<file path="src/sv/ssmsd_pkg.sv">
// Package with the constants and status codes of the sample statistics block.
package ssmsd_pkg;

  localparam int VAL_W   = 30;
  localparam int SQRT_W  = 64;
  localparam int ROOT_W  = SQRT_W / 2;
  localparam int REM_W   = ROOT_W + 2;
  localparam int UNIT_W  = REM_W + 2;

  localparam logic [VAL_W-1:0] MIN_RESET = VAL_W'(1);
  localparam logic [VAL_W-1:0] MAX_RESET = VAL_W'(1000000000);

  localparam logic REG_MIN_IDX = 1'b0;
  localparam logic REG_MAX_IDX = 1'b1;

  typedef logic [1:0] status_t;

  localparam status_t VSTAT_ACCEPT = 2'd0;
  localparam status_t VSTAT_RANGE  = 2'd1;
  localparam status_t VSTAT_FULL   = 2'd2;

  localparam status_t SSTAT_NONE  = 2'd0;
  localparam status_t SSTAT_VALID = 2'd1;
  localparam status_t SSTAT_FEW   = 2'd2;

endpackage

</file>
<file path="src/sv/ssmsd_ram.sv">
// Generic single-port-write, single-port-read RAM with registered read data.
module ssmsd_ram #(
  parameter int WIDTH = 30,
  parameter int DEPTH = 16
) (
  input  logic                     clk,
  input  logic                     we,
  input  logic [$clog2(DEPTH)-1:0] waddr,
  input  logic [WIDTH-1:0]         wdata,
  input  logic                     re,
  input  logic [$clog2(DEPTH)-1:0] raddr,
  output logic [WIDTH-1:0]         rdata
);

  logic [WIDTH-1:0] mem [DEPTH];
  logic [WIDTH-1:0] rdata_r;

  always_ff @(posedge clk) begin
    if (we) begin
      mem[waddr] <= wdata;
    end
    if (re) begin
      rdata_r <= mem[raddr];
    end
  end

  assign rdata = rdata_r;

endmodule

</file>
<file path="src/sv/sample_statistics_mean_sd_max.sv">
// Top level of the sample statistics block: store, sequencer and shared unit.
//
//   channel   ports                          handshake
//   input     in_value_milliohm, in_last     start high and busy low
//   result    out_* fields                   out_valid strobe, one cycle
//   config    psel, penable, pwrite, paddr   APB write, pready always high
//
// An item that is not marked last gives its result in the next cycle, and the
// block takes a new transaction in that same cycle. A last item over fewer
// than two values does the same. A last item over N >= 2 values keeps busy
// high through the sum, division, deviation and root passes: one
// compare-subtract unit yields one quotient bit or one root bit per cycle.
// Reset is synchronous; it clears the count and loads the window limits
// with their reset values. Results are never held off by the receiver.
module sample_statistics_mean_sd_max
  import ssmsd_pkg::*;
#(
  parameter int MAX_VALUES = 16
) (
  input  logic                                 clk,
  input  logic                                 rst_n,
  input  logic                                 start,
  output logic                                 busy,
  input  logic [VAL_W-1:0]                     in_value_milliohm,
  input  logic                                 in_last,
  output logic                                 out_valid,
  output logic [1:0]                           out_value_status,
  output logic [1:0]                           out_stats_status,
  output logic [VAL_W-1:0]                     out_mean_milliohm,
  output logic [VAL_W-1:0]                     out_std_dev_milliohm,
  output logic [VAL_W-1:0]                     out_largest_milliohm,
  output logic [$clog2(MAX_VALUES+1)-1:0]      out_value_count,
  input  logic                                 psel,
  input  logic                                 penable,
  input  logic                                 pwrite,
  input  logic [2:0]                           paddr,
  input  logic [31:0]                          pwdata,
  output logic [31:0]                          prdata,
  output logic                                 pready
);

  localparam int CW   = $clog2(MAX_VALUES + 1);
  localparam int AW   = $clog2(MAX_VALUES);
  localparam int SUMW = VAL_W + CW;
  localparam int SQW  = 2 * VAL_W + CW;
  localparam int ACCW = (SQW > SQRT_W) ? SQW : SQRT_W;
  localparam int ITW  = $clog2(ACCW);

  typedef enum logic [2:0] {
    ST_IDLE, ST_SUM, ST_DIVM, ST_DEV, ST_DIVV, ST_SQRT
  } state_t;

  state_t               state_r;
  logic [VAL_W-1:0]     min_r, max_r;
  logic [CW-1:0]        count_r, n_r, rd_idx_r;
  logic                 rd_vld_r, d_vld_r, sq_vld_r;
  logic [SUMW-1:0]      sum_r;
  logic [VAL_W-1:0]     big_r, mean_r, d_r;
  logic [2*VAL_W-1:0]   sq_r;
  logic [ACCW-1:0]      acc_r, shift_r, shift_nxt;
  logic [REM_W-1:0]     rem_r, rem_nxt;
  logic [ROOT_W-1:0]    root_r, root_nxt;
  logic [ITW-1:0]       iter_r;

  logic                 out_valid_r;
  status_t              out_vstat_r, out_sstat_r;
  logic [VAL_W-1:0]     out_mean_r, out_sd_r, out_big_r;
  logic [CW-1:0]        out_count_r;

  logic                 accept, out_range, full, store_ok, cfg_wr;
  status_t              vstat;
  logic [CW-1:0]        cnt_after, divisor;
  logic                 rd_issue;
  logic [VAL_W-1:0]     rdata;

  logic [UNIT_W-1:0]    unit_a, unit_b;
  logic [UNIT_W:0]      unit_diff;
  logic                 unit_ge;
  logic                 is_div;

  assign busy      = (state_r != ST_IDLE);
  assign accept    = start && !busy;
  assign out_range = (in_value_milliohm < min_r) || (in_value_milliohm > max_r);
  assign full      = (count_r >= CW'(MAX_VALUES));
  assign store_ok  = accept && !out_range && !full;
  assign vstat     = out_range ? VSTAT_RANGE : (full ? VSTAT_FULL : VSTAT_ACCEPT);
  assign cnt_after = count_r + CW'(store_ok);

  // Reads are issued in the pass over the set, both for the sum and for the deviations.
  assign rd_issue  = ((state_r == ST_SUM) || (state_r == ST_DEV)) && (rd_idx_r < n_r);

  ssmsd_ram #(
    .WIDTH (VAL_W),
    .DEPTH (MAX_VALUES)
  ) u_store (
    .clk   (clk),
    .we    (store_ok),
    .waddr (count_r[AW-1:0]),
    .wdata (in_value_milliohm),
    .re    (rd_issue),
    .raddr (rd_idx_r[AW-1:0]),
    .rdata (rdata)
  );

  // Shared compare-subtract unit: restoring division step or square root step.
  assign is_div  = (state_r == ST_DIVM) || (state_r == ST_DIVV);
  assign divisor = (state_r == ST_DIVM) ? n_r : (n_r - CW'(1));

  always_comb begin
    if (is_div) begin
      unit_a = UNIT_W'({rem_r[CW-1:0], shift_r[ACCW-1]});
      unit_b = UNIT_W'(divisor);
    end else begin
      unit_a = {rem_r, shift_r[ACCW-1 -: 2]};
      unit_b = UNIT_W'({root_r, 2'b01});
    end
    unit_diff = {1'b0, unit_a} - {1'b0, unit_b};
    unit_ge   = !unit_diff[UNIT_W];
    if (is_div) begin
      rem_nxt   = unit_ge ? REM_W'(unit_diff[CW-1:0]) : REM_W'(unit_a[CW-1:0]);
      shift_nxt = {shift_r[ACCW-2:0], unit_ge};
      root_nxt  = root_r;
    end else begin
      rem_nxt   = unit_ge ? unit_diff[REM_W-1:0] : unit_a[REM_W-1:0];
      shift_nxt = {shift_r[ACCW-3:0], 2'b00};
      root_nxt  = {root_r[ROOT_W-2:0], unit_ge};
    end
  end

  assign cfg_wr = psel && penable && pwrite && pready;
  assign pready = 1'b1;
  assign prdata = (paddr[2] == REG_MAX_IDX) ? 32'(max_r) : 32'(min_r);

  always_ff @(posedge clk) begin
    if (!rst_n) begin
      state_r     <= ST_IDLE;
      min_r       <= MIN_RESET;
      max_r       <= MAX_RESET;
      count_r     <= '0;
      rd_idx_r    <= '0;
      rd_vld_r    <= 1'b0;
      d_vld_r     <= 1'b0;
      sq_vld_r    <= 1'b0;
      out_valid_r <= 1'b0;
    end else begin
      out_valid_r <= 1'b0;
      if (cfg_wr) begin
        if (paddr[2] == REG_MIN_IDX) begin
          min_r <= pwdata[VAL_W-1:0];
        end else begin
          max_r <= pwdata[VAL_W-1:0];
        end
      end
      rd_vld_r <= rd_issue;
      d_vld_r  <= rd_vld_r && (state_r == ST_DEV);
      sq_vld_r <= d_vld_r;
      if (rd_issue) begin
        rd_idx_r <= rd_idx_r + CW'(1);
      end
      if (d_vld_r) begin
        sq_r <= d_r * d_r;
      end
      if (sq_vld_r) begin
        acc_r <= acc_r + ACCW'(sq_r);
      end

      case (state_r)
        ST_IDLE: begin
          if (accept) begin
            out_vstat_r <= vstat;
            out_count_r <= cnt_after;
            out_mean_r  <= '0;
            out_sd_r    <= '0;
            out_big_r   <= '0;
            n_r         <= cnt_after;
            if (!in_last) begin
              count_r     <= cnt_after;
              out_sstat_r <= SSTAT_NONE;
              out_valid_r <= 1'b1;
            end else begin
              count_r <= '0;
              if (cnt_after < CW'(2)) begin
                out_sstat_r <= SSTAT_FEW;
                out_valid_r <= 1'b1;
              end else begin
                rd_idx_r <= '0;
                sum_r    <= '0;
                big_r    <= '0;
                state_r  <= ST_SUM;
              end
            end
          end
        end
        ST_SUM: begin
          if (rd_vld_r) begin
            sum_r <= sum_r + SUMW'(rdata);
            if (rdata > big_r) begin
              big_r <= rdata;
            end
          end else if (rd_idx_r == n_r) begin
            shift_r <= ACCW'(sum_r);
            rem_r   <= '0;
            iter_r  <= ITW'(ACCW - 1);
            state_r <= ST_DIVM;
          end
        end
        ST_DIVM: begin
          shift_r <= shift_nxt;
          rem_r   <= rem_nxt;
          iter_r  <= iter_r - ITW'(1);
          if (iter_r == '0) begin
            mean_r   <= shift_nxt[VAL_W-1:0];
            rd_idx_r <= '0;
            acc_r    <= '0;
            state_r  <= ST_DEV;
          end
        end
        ST_DEV: begin
          if (rd_vld_r) begin
            d_r <= (rdata >= mean_r) ? (rdata - mean_r) : (mean_r - rdata);
          end
          if (!rd_vld_r && !d_vld_r && !sq_vld_r && (rd_idx_r == n_r)) begin
            shift_r <= acc_r;
            rem_r   <= '0;
            iter_r  <= ITW'(ACCW - 1);
            state_r <= ST_DIVV;
          end
        end
        ST_DIVV: begin
          iter_r <= iter_r - ITW'(1);
          if (iter_r == '0) begin
            // Line the low 64 quotient bits up at the top for the root pass.
            shift_r <= shift_nxt << (ACCW - SQRT_W);
            rem_r   <= '0;
            root_r  <= '0;
            iter_r  <= ITW'(ROOT_W - 1);
            state_r <= ST_SQRT;
          end else begin
            shift_r <= shift_nxt;
            rem_r   <= rem_nxt;
          end
        end
        ST_SQRT: begin
          shift_r <= shift_nxt;
          rem_r   <= rem_nxt;
          root_r  <= root_nxt;
          iter_r  <= iter_r - ITW'(1);
          if (iter_r == '0) begin
            out_sd_r    <= (root_nxt[ROOT_W-1:VAL_W] != '0) ? '1 : root_nxt[VAL_W-1:0];
            out_mean_r  <= mean_r;
            out_big_r   <= big_r;
            out_sstat_r <= SSTAT_VALID;
            out_valid_r <= 1'b1;
            state_r     <= ST_IDLE;
          end
        end
        default: begin
          state_r <= ST_IDLE;
        end
      endcase
    end
  end

  assign out_valid            = out_valid_r;
  assign out_value_status     = out_vstat_r;
  assign out_stats_status     = out_sstat_r;
  assign out_mean_milliohm    = out_mean_r;
  assign out_std_dev_milliohm = out_sd_r;
  assign out_largest_milliohm = out_big_r;
  assign out_value_count      = out_count_r;

endmodule

</file>
<file path="config.mk">
export PLATFORM = sky130hd
export DESIGN_NAME = sample_statistics_mean_sd_max
export DESIGN_NICKNAME = d
export VERILOG_FILES = /design/src/sv/ssmsd_pkg.sv /design/src/sv/ssmsd_ram.sv /design/src/sv/sample_statistics_mean_sd_max.sv
export SDC_FILE = /design/constraint.sdc
export NUM_CORES = 2
export LEC_CHECK = 0
export BUFFER_PORTS_ARGS = -buffer_cell sky130_fd_sc_hd__buf_2
export CORE_MARGIN = 10
export CORE_UTILIZATION = 39
export CTS_CLUSTER_DIAMETER = 120
export CTS_CLUSTER_SIZE = 20
export DETAILED_ROUTE_END_ITERATION = 6
export PLACE_DENSITY = 0.54
export SYNTH_ARGS = -nofsm -noshare
export SYNTH_HDL_FRONTEND = slang
export SYNTH_SLANG_ARGS = --single-unit
</file>
<file path="constraint.sdc">
create_clock -name clk -period 7.1 [get_ports clk]
set_input_delay 1.42 -clock clk [delete_from_list [all_inputs] [get_ports clk]]
set_output_delay 1.42 -clock clk [all_outputs]
set_load 0.05 [all_outputs]
</file>
; ---- Word level (Yosys, flattened, before mapping)
; Memory sizes are Yosys's and may differ from the RTL's. A register that Yosys moved wholly into a read port is not among the register bits.
; Cells that the tools add are included.
; Widths: inputs -> output; s select.
[word_totals]
register_bits = 564
elab_cells = 184
inputBits = 72
ram_bits = 480
mem_count = 1
[classes]
n_bitwise = 1
muxes = 79
eq_ne = 18
reduce_logical = 43
add_sub_neg = 9
mul = 1
n_lt_le_gt_ge = 7
[memory_table]
columns = name, words, width, rd, rd_clocked_by_memory_dff, write_ports, line_no
row1 = u_store.mem, 16, 30, 1, 1, 1, ssmsd_ram.sv:15  ; logic [WIDTH-1:0] mem [DEPTH];
[ops]
columns = operator, count
row1 = $mux 65, 8
row2 = $mux 30, 12
row3 = $pmux 65 s4, 1
row4 = $pmux 30 s2, 4
row5 = $mux 34, 7
row6 = $mux 35, 4
row7 = $pmux 34 s4, 1
row8 = $pmux 35 s2, 1
row9 = $add 65x60->65, 1
row10 = $mux 32, 2
row11 = $pmux 32 s2, 1
row12 = $gt 30x30->1, 2
row13 = $mul 30x30->60, 1
row14 = $sub 30x30->30, 2
row15 = $mux 5, 8
row16 = $sub 36x36->37, 1
row17 = $mux 36, 1
row18 = $add 35x30->35, 1
row19 = $ge 30x30->1, 1
row20 = $lt 30x30->1, 1
row21 = $mux 7, 4
row22 = $pmux 7 s4, 1
row23 = $mux 3, 9
row24 = $pmux 3 s6, 1
row25 = other kinds (36), 83

; ---- Longest topological paths before layout
[depth]
ltp_word = 11
ltp_mapped = 33
depth_no_buf = 30

; ---- Cells and area by module
; From an unflattened synthesis, not the netlist that was laid out.
[hier_totals]
hier_cells = 7267
hier_area_um2 = 80419.6
[by_module_without_submodules]
columns = mod, seq_area_each_um2, area_each_um2, cells_per_inst, n_inst
row1 = sample_statistics_mean_sd_max, 16135.5, 61178.7, 6482, 1
row2 = ssmsd_ram, 15314.7, 19241.0, 785, 1

; ---- Worst setup path before layout
; No wires, ideal clock.
[synth_path]
path_type = reg-to-reg
startpoint = register d_r[5]
endpoint = register sq_r[47], data pin
setup_time_ns = 0.262
path_slack_ns = -0.668
arrival_ns = 7.505
n_path_buf = 2
path_stages_with_launch = 29
cell_sequence = edfxtp_1 clkbuf_1 clkbuf_1 nand2_1 fa_1 fa_1 inv_1 fa_1 inv_1 fa_1 inv_1 fa_1 fa_1 fa_1 inv_1 fa_1 inv_1 ha_1 nand2_1 nor2_1 a221o_1 a31oi_1 a21bo_2 o211ai_1 nand3_1 a2111oi_1 nor3_1 a311oi_1 a21oi_1
[synth_between]
elab_chain_len = 1
[synth_rtl]
columns = item, line_no
row1 = from (decl), sample_statistics_mean_sd_max.sv:58  ; logic [VAL_W-1:0] big_r, mean_r, d_r;
row2 = from (signal assigned), sample_statistics_mean_sd_max.sv:220  ; d_r <= (rdata >= mean_r) ? (rdata - mean_r) : (mean_r - rdata);
row3 = $mul 30x30->60, sample_statistics_mean_sd_max.sv:161  ; sq_r <= d_r * d_r;
row4 = to (signal assigned), sample_statistics_mean_sd_max.sv:161
row5 = to (decl), sample_statistics_mean_sd_max.sv:59  ; logic [2*VAL_W-1:0] sq_r;
; No other way between the ends.
; A chain may end at the register's enable or synchronous reset.

; ---- Worst setup path in the final report
; Same ends and word-level chain as after synthesis.

==> metrics.md <==
| Metric | Value |
|---|---|
| Post-synth EDFFs | 996 |
| Max incr delay on CP | about 560 ps |
| Post-layout net count | between 9,000 and 10,000 |
| Post-route ant nets | 0 |
| Vias in the first global route | 57,630 |
| Final setup fails | 32 |
| PwrDens | 228.1 nW/um^2 |
| Residual DRC | 0 |
| Cts bufs inserted | 60 |
| Yosys reg bits | 1,073 |
| Synth top area cells | edfxtp_1 37%, fa_1 17%, ha_1 8.5%, inv_1 5.3%, mux4_2 4.2% |
| Vias/cell | 5.289 |
| Reg clk slew, reported paths | 90 ps |
| Highest Clock Rate | around 130 MHz |
| Clock skew | around 47 ps |
| Die H | about 470 microns |
| Mean Syn Cell Area | 11.07 sq um |
| Crit path DAT | 8220 ps |
| Minimum clock period | 7754 ps |
| Req. time, crit path | 7560 ps |
| RSZ-0062 raised after global routing | true |
| Synth Instances | 7,261 |
| Later-pin clock latency in the skew report | between 700 and 800 ps |
| Final worst setup slack | -653.9 ps |
| Share of post-route cells with drive strength above 1 | 15.70% |
| Sequential share of the synthesized area | 39.13% |
| Async SR Flop Fraction | 0% |
| Crit path from | d_r[5] |
| Yosys warns | 0 |
| Placed Instance Area | just under 90,000 sq um |
| Top-area cell type share of the netlist area | approximately 37% |
| Slowest-stage cell, CP | fa_1 |
| Reg2reg end | sq_r[47] |
| Largest net degree at the start of global routing | a little under 100 |
| Die area | 224,700 sq um |
| Setup TNS | -9615 ps |
| Synth area leader | edfxtp_1 |
| Compound-Gate Fraction of Synth Area | 9.657% |
| Top FF cell, synth | edfxtp_1 |
| CTS tree | done |
| Xor-xnor portion of the synthesized cell area | 2.277% |
| Reg-to-reg slack, setup | -650 ps |
| Port Buf Inserts | 198 |
| Period utilisation layout | 109.2% |
| Failing checks | setup timing |
| Netlist cell types | 89 |
| Worst hold path class | register to register |
| Worst-path maximum fanout | 5 |
| DRT Wirelength | 233,000 microns |
| Area growth, synth to finish | 13.50% |
| Adder-Cell Fraction of Synth Area | 25.84% |
| Total global-route track usage | 20.42% |
| Maxcap violations | 0 |
| Worst-margin pin slew | around 1200 ps |
| First-pass GRT wire length | between 300,000 and 400,000 microns |
| Leak | 0.03895 uW |
| CP Class | register to register |
| Final instance area | 91,230 sq um |
| DR vias | 55,410 |
| Routability cong. | roughly 0.90 |
| Max-slew violations | 0 |
| Initial Utilization | 39.25% |
| FP Rows | 166 |
| H-tree depth | 2 |
| Mapped Area | 80,380 sq um |
| Longest Clk Path Bufs | 3 |
| DR iter-0 viols | 3,864 |
| End point of the worst hold path | min_r[3] |
| R2R depth | 29 |
| Grt total ovfl | 0 |
| Die extent in x | 474.0 microns |
| Setup crit end kind | register |
| Initial antenna violation count | 5 |
| Fin util | 44.55% |
| Reg2reg start | d_r[5] |
| Worst Setup Start Kind | register |
| Drt pass-1 iters | 6 |
| Hold_sp | min_r[3] |
| Root buf cell | clkbuf_16 |
| Main combinational cell family by area after synthesis | adder cells |
| Synth Area in Simple Gates | 10.54% |
| Hold depth | 2 |
| Rel. slew slack | 20.60% |
| Max IR drop VDD | 0.0002212 V |
| HPWL after DPL | 177,000 microns |
| Core area | ~200,000 sq um |
| Multiplexer share of the synthesized area | 5.668% |
| Drt wl/cell | 22.24 microns |
| Most used cell along the critical path | fa_1 |
| I/O pins | 206 |
| Clk sinks | 1,073 |
| Status | finished with violations |
| Final hold vios | 0 |
## per-layer routing
layer,global-route usage [%],up-vias,part of all wire (%)
li1,-,25660,-
met2,35.09,1241,49
met4,6.322,2,3.6
met1,26.98,28240,43
met5,0,-,0.0056
met3,2.371,263,4.4
## worst max path at each step
stage / endpoint / slack (ps) / cells after the start
final: sq_r[47] / -650 / 29
after global routing: sq_r[47] / -830 / 29
after CTS: sq_r[47] / -570 / 29
after detailed placement: sq_r[48] / -830 / 26
after global placement: sq_r[58] / -790 / 27
after floorplan: sq_r[48] / -310 / 27
## metrics by stage
step           cells  total power (uW)  hold WS [ps]  worst slack [ps]
3_3_place_gp   10350             16430         449.6            -790.2
6_report       10480             20810         470.3            -653.9
4_1_cts        10470             20720         471.9            -572.2
2_1_floorplan   7262             13380         438.5            -306.3
3_5_place_dp   10350             16480         457.6            -828.2
5_1_grt        10470             22050         487.9            -827.5
## cells by family (layout without fill, tap and decap cells)
| kind of cell | after synthesis | in the layout |
|---|---|---|
| and+or+nand+nor | 1814 | 1814 |
| buffers and inverters | 1464 | 1987 |
| adders and majority gates | 1241 | 1241 |
| AOI/OAI and AO/OA | 1191 | 1191 |
| DFF | 1073 | 1073 |
| muxes | 267 | 267 |
| xor gates and xnor gates | 209 | 209 |
| other | 2 | 5 |
## registers in the layout, summed over array words and instances (netlist names), 32 cells and up
| name | cells |
|---|---|
| acc_r | 65 |
| rem_r | 34 |
| root_r | 32 |
| shift_r | 65 |
| sq_r | 59 |
| sum_r | 35 |
| u_store.mem | 480 |
## layout make-up
class,count,area (sq um)
tap,2688,3363
clock buffer,102,1659
sequential,1073,31470
multi-input combinational,4725,44700
timing repair buffer,742,5664
fill,19330,113600
antenna,2,5.005
inverter,1137,4274
clock inverter,6,97.59
## critical path, delay by kind of cell, from the launching register on
kind	cells	cell delay [ps]
buffers and inverters	8	580
AO/OA/AOI/OAI	9	1790
flip-flops	1	460
AND/OR/NAND/NOR	3	360
adder cells (fa/ha/maj)	9	4320
## cell usage in the layout, fill, tap and decap left out, drive strengths merged, types with 10 or more instances in the layout
cell type,netlist,final
a21boi,53,53
and2,257,257
edfxtp,996,996
dfxtp,77,77
nand4,61,61
a21o,161,161
o21a,35,35
or3,52,52
o21ai,212,212
o21bai,48,48
a41oi,10,10
ha,543,543
xor2,86,86
nor2,425,425
a211oi,56,56
fa,698,698
a21oi,361,361
a22o,10,10
nor3,56,56
mux2i,112,112
o221ai,35,35
o211ai,36,36
and3,43,43
o31ai,16,16
buf,42,741
nand2,693,693
nor2b,55,55
a222oi,11,11
o2bb2ai,12,12
clkbuf,285,103
xnor2,123,123
mux4,150,150
a31oi,37,37
inv,1136,1137
nand2b,36,36
o22ai,10,10
nand3,76,76
or2,12,12
## power by group
part / leakage [uW] / switching (uW) / internal, uW / total, uW
Combinational: 0.0283 / 5290 / 3800 / 9090
Sequential: 0.00983 / 340 / 7590 / 7930
Clock: 0.000832 / 2150 / 1640 / 3790
Total: 0.0389 / 7780 / 13000 / 20800
## Yosys cell counts (all sizes together) (11+ instances only)
cell,n
nand2,693
mux4,150
o21bai,48
o211ai,36
nor3,56
edfxtp,996
nand2b,36
fa,698
a222oi,11
o221ai,35
a21oi,361
o21a,35
a211oi,56
a31oi,37
o21ai,212
nand4,61
nand3,76
dfxtp,77
buf,42
nor2,425
xor2,86
a21boi,53
o2bb2ai,12
or3,52
or2,12
a21o,161
nor2b,55
clkbuf,285
inv,1136
and2,257
ha,543
o31ai,16
xnor2,123
and3,43
mux2i,112
## repair_timing
action | in CTS | in global routing
gates cloned | 0 | 1
buffers inserted | 10 | 10
hold buffers | 0 | 0
endpoints found under the setup margin | 38 | 41
pin swaps | 50 | 55
gates resized for setup | 118 | 100
Note: power is estimated with default switching activity, not from simulation.
